$ cat config.mk
export PLATFORM = sky130hd
export DESIGN_NAME = lph_ctrl
export DESIGN_NICKNAME = d
export VERILOG_FILES = /design/src/lph_pkg.sv /design/src/lph_ctrl.sv
export SDC_FILE = /design/constraint.sdc
export NUM_CORES = 1
export LEC_CHECK = 0
export BUFFER_PORTS_ARGS = -buffer_cell sky130_fd_sc_hd__buf_2
export CELL_PAD_IN_SITES_DETAIL_PLACEMENT = 1
export CELL_PAD_IN_SITES_GLOBAL_PLACEMENT = 1
export CORE_AREA = 2 2 39 41
export CTS_CLUSTER_SIZE = 16
export DETAILED_ROUTE_END_ITERATION = 10
export DIE_AREA = 0 0 41 43
export PLACE_DENSITY = 0.56
export SYNTH_ARGS = -nofsm -noshare
export SYNTH_HDL_FRONTEND = slang
export SYNTH_SLANG_ARGS = --single-unit
$ cat constraint.sdc
create_clock -name clk -period 1.6 [get_ports clk]
set_input_delay 0.32 -clock clk [delete_from_list [all_inputs] [get_ports clk]]
set_output_delay 0.32 -clock clk [all_outputs]
set_load 0.02 [all_outputs]
$ cat src/lph_pkg.sv
// Shared constants, codes and control types for the linear probe hash table.
package lph_pkg;

  localparam int TABLE_DEPTH = 1024;  // power of two: key mod depth is a mask
  localparam int SLOT_W      = (TABLE_DEPTH > 2) ? $clog2(TABLE_DEPTH) : 1;
  localparam int CNT_W       = $clog2(TABLE_DEPTH + 1);

  localparam int DEF_WORKERS    = 4;
  localparam int DEF_MAX_PROBES = 1024;
  localparam int DEF_EVENT_BITS = 16;
  localparam int DEF_KEY_BITS   = 64;

  localparam logic [1:0] CMD_INSERT = 2'd0;
  localparam logic [1:0] CMD_ERASE  = 2'd1;
  localparam logic [1:0] CMD_READ   = 2'd2;
  localparam logic [1:0] CMD_WRITE  = 2'd3;

  localparam logic [1:0] ST_OK       = 2'd0;
  localparam logic [1:0] ST_FULL     = 2'd1;
  localparam logic [1:0] ST_DISABLED = 2'd2;
  localparam logic [1:0] ST_EMPTY    = 2'd3;

  localparam logic [3:0] FLD_CYAN    = 4'd0;
  localparam logic [3:0] FLD_BLUE    = 4'd1;
  localparam logic [3:0] FLD_PINK    = 4'd2;
  localparam logic [3:0] FLD_RED     = 4'd3;
  localparam logic [3:0] FLD_PRED    = 4'd4;
  localparam logic [3:0] FLD_EVENT   = 4'd5;
  localparam logic [3:0] FLD_INDEX   = 4'd6;
  localparam logic [3:0] FLD_LOWLINK = 4'd7;
  localparam logic [3:0] FLD_LIVE    = 4'd8;

  localparam logic [2:0] REG_ATTR_ENABLE = 3'd0;
  localparam logic [8:0] ATTR_ENABLE_RST = 9'd3;

  typedef struct packed {
    logic clear_wr;  // write a zero row during the reset sweep
    logic load;      // capture the incoming transaction
    logic mem_rd;    // read the row at the current address
    logic advance;   // step the probe to the next slot
    logic finish;    // commit writes and load the result register
  } lph_cmd_t;

  typedef struct packed {
    logic clear_last;
    logic is_insert;
    logic hit_used;
    logic key_match;
    logic probe_last;
    logic out_free;
  } lph_stat_t;

endpackage

$ cat src/lph_ctrl.sv
// Controller state machine: clear sweep, accept, probe read and check.
module lph_ctrl (
  input  logic              clk,
  input  logic              rst,
  input  logic              in_valid,
  output logic              in_ready,
  input  lph_pkg::lph_stat_t stat,
  output lph_pkg::lph_cmd_t  cmd
);
  import lph_pkg::*;

  typedef enum logic [3:0] {
    S_CLEAR = 4'b0001,
    S_IDLE  = 4'b0010,
    S_READ  = 4'b0100,
    S_CHECK = 4'b1000
  } state_t;

  state_t state, state_next;
  logic   keep_probing;

  assign keep_probing = stat.is_insert && stat.hit_used && !stat.key_match &&
                        !stat.probe_last;

  always_comb begin
    state_next = state;
    cmd        = '0;
    in_ready   = 1'b0;
    unique case (state)
      S_CLEAR: begin
        cmd.clear_wr = 1'b1;
        if (stat.clear_last) state_next = S_IDLE;
      end
      S_IDLE: begin
        in_ready = 1'b1;
        if (in_valid) begin
          cmd.load   = 1'b1;
          state_next = S_READ;
        end
      end
      S_READ: begin
        cmd.mem_rd = 1'b1;
        state_next = S_CHECK;
      end
      S_CHECK: begin
        if (keep_probing) begin
          cmd.advance = 1'b1;
          state_next  = S_READ;
        end else if (stat.out_free) begin
          cmd.finish = 1'b1;
          state_next = S_IDLE;
        end
      end
      default: state_next = S_CLEAR;
    endcase
  end

  always_ff @(posedge clk) begin
    if (rst) state <= S_CLEAR;
    else     state <= state_next;
  end

endmodule

# Yosys cells after proc, flatten, opt, wreduce, memory -nomap -nowiden
# Cells that the tools add are included.
# word_totals
in_bits,9
register_bits,4
out_inout_bits,6
wordCells,28
# classes
n_eq_ne,7
reduce_logical,6
mux,14
# op_table
operator,n
2-to-1 mux 4 bit,4
case mux 4 bit (4 select lines),1
2-to-1 mux 1 bit,8
"== test 4 x 1 -> 1 bit, second input constant",1
"== test 4 x 2 -> 1 bit, second input constant",1
"== test 4 x 3 -> 1 bit, second input constant",1
"== test 4 bit, second input constant",1
"inequality test 2 bit, second input constant",2
logical AND 1 bit,3
"inequality test 3 bit, second input constant",1
AND reduction 3 bit,1
zero test 1 bit,2
2-to-1 mux 2 bit,1

# Logic depth before layout (Yosys ltp)
# Gate-level depths: netlist of the first run.
# depth
word_depth,5
depth_mapped,4
depth_no_buf,4

# Worst setup path after synthesis of the first run
# No wires, ideal clock.
# synth_timing
path_kind,reg-to-output
startpoint,register state[2]
endpoint,output port cmd[0] in the netlist's numbering
stages_incl_launch_ff,3
slack_ns,-0.165
required_ns,1.280
arrival_ns,1.445
path_buffers,0
path_cell_list,dfxtp_1 -> or4b_4 -> nor3b_1
# synth_rtl
element,line_no,rtl
"start, declared",lph_ctrl.sv:19,"state_t state, state_next;"
"start signal, assigned",lph_ctrl.sv:60,else state <= state_next;
"end, declared",lph_ctrl.sv:8,output lph_pkg::lph_cmd_t cmd

==> flow_summary.ini, run 1 <==
[sta]
layout_setup_ws_ns = -0.123
tightest_slew_ns = 0.337
setup_viol = 6
skew_ns = 0.00426
finalHoldViolations = 0
min_period_ns = 1.72
slew_headroom = 0.772
timing.final.crit_share = 1.08
final.setup.tns_ns = -0.392
rsz0062_at_grt = true
final_max_slew_viol_count = 0
fmax_mhz = 580

[global_routing]
grt_pass1_vias = 349
grt_pass1_wl_um = 1520
grt_usage = 0.124
grt.overflow.total = 0
antenna_found_initial = 0
grt_max_degree = 7

[pwr]
pwr-share-seq = 0.330
switching_share = 0.291
pwr-share-clk = 0.338
p_per_area_mw_per_mm2 = 641
combPwrFrac = 0.332
netSwitchingPower_mw = 0.101
leakagePower_nw = 0.238
p_int_mw = 0.247
power.total_mw = 0.348
vdd_drop_max_mv = 0.604

[clocking]
cts_sinks = 4
cts_tree = yes
h-tree-depth = 1
clk_pin_slew_ns = 0.04
cts_made_buffers = 3
cts_root_buf = clkbuf_4
clkLatencyLatePin_ns = 0.23
cts_buffer_depth = 2

[logic_synthesis]
synth-seq-area-share = 0.257
synth_edf_count = 0
ys_types = 24
synth_area_um2 = 312
async_reset_ff_frac = 0
synth_top_cell_by_area = dfxtp_1
yosys_most_used_dff = dfxtp_1
synth_nets = 41
synth_cells = 32
ys_ff_latch = 4
postSynthAreaPerCell_um2 = 9.74
synth_top_area_frac = 0.257
yosys-top-cells-count = 4 x dfxtp_1, 4 x inv_1, 2 x a21o_2, 2 x nor3b_1
ys_top_cells_by_area = dfxtp_1 26%, nor4b_4 7.6%, a21o_2 5.6%
ys.warnings.count = 0

[finish]
nets = 69
fillers = 166
largest_register = state
fin_cells = 74
syn2layout_area_growth_pct = 74.3
reg_top3 = state x4
drive_above_1_share = 0.707
seq_area_um2 = 86.3
diodes = 0
largest_register_ffs = 4
multi_input_area_um2 = 233

[routing]
via_count = 348
route.detailed.drc = 0
wl_per_cell_um = 13.5
totalWireLength_um = 996
ant_nets = 0
viasPerCell = 4.70
first_pass_iters = 1
drt_iter0_drc = 0

[status]
status = finished, violations left
violations = negative setup slack

[place]
dp_slack_ns = 0.0489
hpwl_um = 787
dp.cells = 67
portBuffers = 14
gp_routability_congestion = 0.788

[worst_setup_path]
r2r-end = state[1]
worstPathRequired_ns = 1.28
worstSetupPathType = reg2out
r2r_slack_ns = -0.09
ff2ff_path_depth = 6
worstSetupStartpointType = flop
reg2reg_from = state[1]
cp.arrival_ns = 1.40
worst-path-max-fanout = 3
setup.worst_path.start = state[1]
endpoint_kind = output port

[run]
max_cap_violations = 0

[floorplan]
initial_core_util = 0.225
rows = 14
die_h_um = 43
io_pins = 15
die_w_um = 41
core_area_mm2 = 0.00138
die_area_mm2 = 0.00176

[worst_hold_path]
whs_endpoint = state[2]
whs_path_depth = 2
hp-class = in2reg
hp-start = rst
-- layout by cell type (no fill, tap or decap), drive strengths merged --
cell type	n
buf	24
inv	4
dfxtp	4
clkbuf	3
nor3b	2
a21o	2
or4b	2
nor2b	1
nor4b	1
nand4bb	1
nor2	1
nor4bb	1
and2	1
and3b	1
o21ai	1
o311ai	1
nand3	1
or3	1
a2111oi	1
a2bb2oi	1
nor3	1
a211oi	1
a221oi	1
o21a	1
-- power by group through the flow --
stage	logic (mW)	registers (mW)	clock network, mW
CTS	0.112	0.116	0.124
global route	0.126	0.116	0.128
detailed placement	0.108	0.117	0
floorplan	0.0552	0.122	0
finish	0.116	0.115	0.118
global placement	0.108	0.116	0
-- repair_timing --
item	4_1_cts	5_1_grt
gates resized for setup	6	10
setup endpoints to repair	6	8
buffers inserted	2	2
hold buffers	0	0
pin swaps	3	2
-- cells by family after synthesis --
| group | Yosys count | synth area share |
|---|---|---|
| AO/OA/AOI/OAI | 9 | 0.269 |
| buffers and inverters | 5 | 0.0723 |
| flip-flops | 4 | 0.257 |
| AND/OR/NAND/NOR | 14 | 0.402 |
-- critical path: stages (launching register included) --
cell and delay, ns:
dfxtp_2 0.32, or4b_4 0.55, nor3b_2 0.16, buf_4 0.15
-- cell type report --
| cell class | instances | area share |
|---|---|---|
| Multi-Input combinational cell | 23 | 0.429 |
| Sequential cell | 4 | 0.159 |
| Tap cell | 16 | 0.0369 |
| Clock buffer | 3 | 0.0415 |
| Inverter | 4 | 0.0276 |
| Timing Repair Buffer | 24 | 0.306 |
-- per-layer routing --
layer | track usage | vias up | share of wire
met4 | 0 | 0 | 0
li1 | - | 179 | -
met2 | 0.200 | 7 | 0.54
met3 | 0.0471 | 0 | 0.027
met5 | 0 | - | 0
met1 | 0.164 | 162 | 0.44
-- worst max-delay path by stage --
| stage | slack (ns) | end |
|---|---|---|
| final | -0.12 | cmd[0] |
| after global routing | -0.18 | cmd[0] |
| after CTS | -0.14 | cmd[0] |
| after detailed placement | 0.05 | cmd[0] |
| after global placement | 0.07 | cmd[0] |
| after floorplan | 0.03 | cmd[0] |
-- per-stage QoR --
stage | hold slack (ns) | utilization | cell area (um2)
6_report | 0.310 | 0.392 | 543
5_1_grt | 0.331 | 0.392 | 543
4_1_cts | 0.310 | 0.359 | 497
3_5_place_dp | 0.543 | 0.321 | 444
3_3_place_gp | 0.517 | 0.321 | 444
2_1_floorplan | 0.389 | - | 317
Note: power is estimated with default switching activity, not from simulation.
==> run 2: changes to the inputs <==
==> constraint.sdc (replaced) <==
create_clock -name clk -period 1.6 [get_ports clk]
set_input_delay 0.08 -clock clk [delete_from_list [all_inputs] [get_ports clk]]
set_output_delay 0.08 -clock clk [all_outputs]
set_load 0.02 [all_outputs]
==> flow_summary.ini, run 2 (synthesis results as in run 1) <==
[status]
status = completed

[finish]
nets = 61
seq_area_um2 = 85.1
largest_register = state
largest_register_ffs = 4
syn2layout_area_growth_pct = 44.2
diodes = 0
layout_common_cells = 13 x buf_2, 4 x inv_1, 4 x dfxtp_2
layout_commonest_cell = buf_2
stdcell_area_um2 = 449
fin_util = 0.325
reg_top3 = state x4
fillers = 176
drive_above_1_share = 0.620
multi_input_area_um2 = 219

[worst_setup_path]
worst-path-max-fanout = 8
worstSetupPathType = reg2out
worstPathRequired_ns = 1.52
cp.arrival_ns = 1.47
endpoint_kind = output port
worstSetupStartpointType = flop

[clocking]
cts_sinks = 4
cts_made_buffers = 3
hold_buffers = 0
clk_pin_slew_ns = 0.04
h-tree-depth = 1
cts_root_buf = clkbuf_4
clkLatencyLatePin_ns = 0.23
cts_buffer_depth = 2
cts_tree = yes

[run]
max_cap_violations = 0

[routing]
wl_per_cell_um = 11.4
wl_met2_um = 396
first_pass_iters = 1
totalWireLength_um = 755
via_count = 314
ant_nets = 0
viasPerCell = 4.76
wl_met1_um = 335
route.detailed.drc = 0
maxUsedRoutingLayer = met3
drt_iter0_drc = 0
dr_wl_met3_um = 24

[sta]
rsz0062_at_grt = true
tightest_slew_ns = 0.707
skew_ns = 0.00317
setup_viol = 0
min_period_ns = 1.55
final_max_slew_viol_count = 0
fmax_mhz = 645
slew_headroom = 0.522
timing.final.crit_share = 0.969
finalHoldViolations = 0

[place]
gp_routability_congestion = 0.694
dpl_cell_area_um2 = 394
portBuffers = 14

[global_routing]
grt_pass1_wl_um = 1300
grt_max_degree = 9
grt_usage = 0.109
grt_pass1_vias = 310
antenna_found_initial = 0
grt.overflow.total = 0

[pwr]
p_per_area_mw_per_mm2 = 724
leakagePower_nw = 0.193
vdd_drop_max_mv = 0.361

[floorplan]
io_pins = 15
die_area_mm2 = 0.00176
initial_core_util = 0.225
rows = 14
die_h_um = 43
core_area_mm2 = 0.00138
die_w_um = 41

[worst_hold_path]
hp-class = in2reg
run 2: cell types whose count changed in the layout (fill, tap and decap cells not counted), sizes merged:
| cell | previous run | this run |
|---|---|---|
| buf | 24 | 16 |
run 2: layout make-up:
cell class	count	share of cell area
well taps	16	0.0446
repair buffers	16	0.195
multi-input cells	23	0.487
clock buffers	3	0.0501
inverters	4	0.0334
flip-flops and latches	4	0.189
run 2: metal layers:
layer	global-route usage	vias to the layer above
li1	-	162
met1	0.155	148
met2	0.150	4
met3	0.0314	0
met4	0.0400	0
met5	0	-
run 2: critical path, cell delays in order, from the launching register on:
cell and delay, ns:
dfxtp_2 0.34, or4b_4 0.57, nor3b_2 0.17, buf_4 0.16
run 2: path summary, 6_finish.rpt:
check | cells after the start | to | slack (ns) | startpoint
max | 3 | cmd[0] | 0.05 | state[1]
min | 2 | state[2] | 0.07 | rst
max reg2reg | 4 | state[1] | 0.07 | state[1]
min reg2reg | 1 | state[2] | 0.51 | state[0]
run 2: timing repair:
| action | in CTS | in global routing |
|---|---|---|
| buffers inserted | 2 | 0 |
| endpoints found under the setup margin | 1 | 4 |
| gates cloned | 0 | 0 |
| resized for setup | 3 | 4 |
| pin swaps | 1 | 1 |
run 2: through the flow:
step | setup WS [ns] | TNS [ns] | hold WS [ns] | power (mW) | instances
2_1_floorplan | 0.0750 | 0 | 0.149 | 0.177 | 32
3_3_place_gp | 0.119 | 0 | 0.311 | 0.208 | 61
3_5_place_dp | 0.149 | 0 | 0.318 | 0.208 | 61
4_1_cts | 0.0105 | 0 | 0.0662 | 0.332 | 66
5_1_grt | -0.0127 | -0.0127 | 0.0761 | 0.349 | 66
6_report | 0.0496 | 0 | 0.0739 | 0.325 | 66
run 2: power breakdown:
group	switching [mW]	total, mW	internal [mW]
clock network	0.0341	0.117	0.0834
logic	0.0403	0.0810	0.0407
registers	0.0163	0.127	0.110
==> run 3: changes to the inputs <==
--- a/config.mk
+++ b/config.mk
@@ -8,2 +8,3 @@
 export BUFFER_PORTS_ARGS = -buffer_cell sky130_fd_sc_hd__buf_2
+export CAP_MARGIN = 20
 export CELL_PAD_IN_SITES_DETAIL_PLACEMENT = 1
==> constraint.sdc (replaced) <==
create_clock -name clk -period 1.6 [get_ports clk]
set_input_delay 0.16 -clock clk [delete_from_list [all_inputs] [get_ports clk]]
set_output_delay 0.16 -clock clk [all_outputs]
set_load 0.02 [all_outputs]
==> flow_summary.ini, run 3 (synthesis results as in run 1) <==
[status]
status = finished, violations left
violations = negative setup slack

[routing]
ant_nets = 0
totalWireLength_um = 852
route.detailed.drc = 0
drt_iter0_drc = 0
wl_per_cell_um = 12.2
via_count = 344
viasPerCell = 4.91
first_pass_iters = 1

[worst_setup_path]
cp.arrival_ns = 1.45
worstSetupStartpointType = flop
worstPathRequired_ns = 1.44
endpoint_kind = output port
crit_chain = or4b_4 -> nor3b_2 -> buf_4
worstSetupPathType = reg2out
cp_top_family = simple AND/OR/NAND/NOR gates
critPathSlowestCell = or4b_4
cp_num_buf_inv = 1
slowest_delay_ns = 0.51
worst-path-max-fanout = 5

[pwr]
vdd_drop_max_mv = 0.376
leakagePower_nw = 0.213
netSwitchingPower_mw = 0.0971
p_per_area_mw_per_mm2 = 707
pwr-share-clk = 0.361
switching_share = 0.287
p_int_mw = 0.241
pwr-share-seq = 0.348
power.total_mw = 0.338
combPwrFrac = 0.291

[floorplan]
initial_core_util = 0.225
io_pins = 15
core_area_mm2 = 0.00138
die_w_um = 41
die_h_um = 43
rows = 14
die_area_mm2 = 0.00176

[place]
dp.cells = 63
portBuffers = 14
hpwl_um = 656
dpl_cell_area_um2 = 414
gp_routability_congestion = 0.704

[finish]
diodes = 0
layout_common_cells = 12 x buf_2, 8 x buf_4, 4 x inv_1
fin_cells = 70
largest_register_ffs = 4
fillers = 178
stdcell_area_um2 = 478
fin_util = 0.345
layout_commonest_cell = buf_2
syn2layout_area_growth_pct = 53.4
reg_top3 = state x4
drive_above_1_share = 0.611
largest_register = state
nets = 65

[clocking]
h-tree-depth = 1
cts_buffer_depth = 2
clkLatencyLatePin_ns = 0.23
clk_pin_slew_ns = 0.04
cts_sinks = 4
cts_made_buffers = 3
cts_tree = yes
cts_root_buf = clkbuf_4
hold_buffers = 0

[sta]
finalHoldViolations = 0
tightest_slew_ns = 0.349
final_max_slew_viol_count = 0
setup_viol = 1
fmax_mhz = 620
skew_ns = 0.00220
final.setup.tns_ns = -0.0118
slew_headroom = 0.764
rsz0062_at_grt = true
min_period_ns = 1.61
layout_setup_ws_ns = -0.0118
timing.final.crit_share = 1.01

[run]
max_cap_violations = 0

[global_routing]
grt_max_degree = 9
grt.overflow.total = 0
antenna_found_initial = 0
grt_pass1_vias = 351
grt_usage = 0.112
grt_pass1_wl_um = 1340

[worst_hold_path]
hp-class = in2reg
==> run 3: worst register-to-register path: stages, from the launching register on <==
cell and delay [ns]:
dfxtp_2 0.37, or4b_4 0.51, buf_4 0.16, nor3_1 0.25
o21a_1 0.15
==> run 3: metal layers <==
layer / share of wire / global-route usage
met4: 0 / 0.0800
met1: 0.40 / 0.128
met3: 0.028 / 0.0157
met5: 0 / 0
met2: 0.57 / 0.178
==> run 3: area by class of cell <==
cell class	count	area (um2)	share of cell area
Inverter	4	15.0	0.0314
Timing Repair Buffer	20	120	0.251
Tap cell	16	20.0	0.0419
Multi-Input combinational cell	23	214	0.448
Sequential cell	4	86.3	0.181
Clock buffer	3	22.5	0.0471
==> run 3: final timing paths <==
path,from,endpoint,slack (ns),depth (start not counted)
setup / recovery,state[3],cmd[0],-0.01,3
hold / removal,rst,state[2],0.15,2
setup reg to reg,state[3],state[3],0.09,4
hold reg to reg,state[2],state[2],0.55,2
==> run 3: what timing repair did <==
item                                    4_1_cts  5_1_grt
pin swaps                                     2        2
resized for setup                             5        1
buffers inserted                              3        1
endpoints found under the setup margin        4        5
==> run 3: power groups by stage <==
| stage | clock network (mW) | registers [mW] | logic (mW) |
|---|---|---|---|
| 5_1_grt | 0.138 | 0.120 | 0.107 |
| 3_3_place_gp | 0 | 0.121 | 0.0965 |
| 4_1_cts | 0.131 | 0.118 | 0.0971 |
| 3_5_place_dp | 0 | 0.120 | 0.0943 |
| 6_report | 0.122 | 0.118 | 0.0984 |
| 2_1_floorplan | 0 | 0.122 | 0.0552 |
==> run 3: metrics by stage <==
step           hold WS [ns]  worst slack [ns]
3_3_place_gp          0.411             0.149
2_1_floorplan         0.229             0.147
4_1_cts               0.139           -0.0475
3_5_place_dp          0.397             0.138
6_report              0.149           -0.0118
5_1_grt               0.140           -0.0493
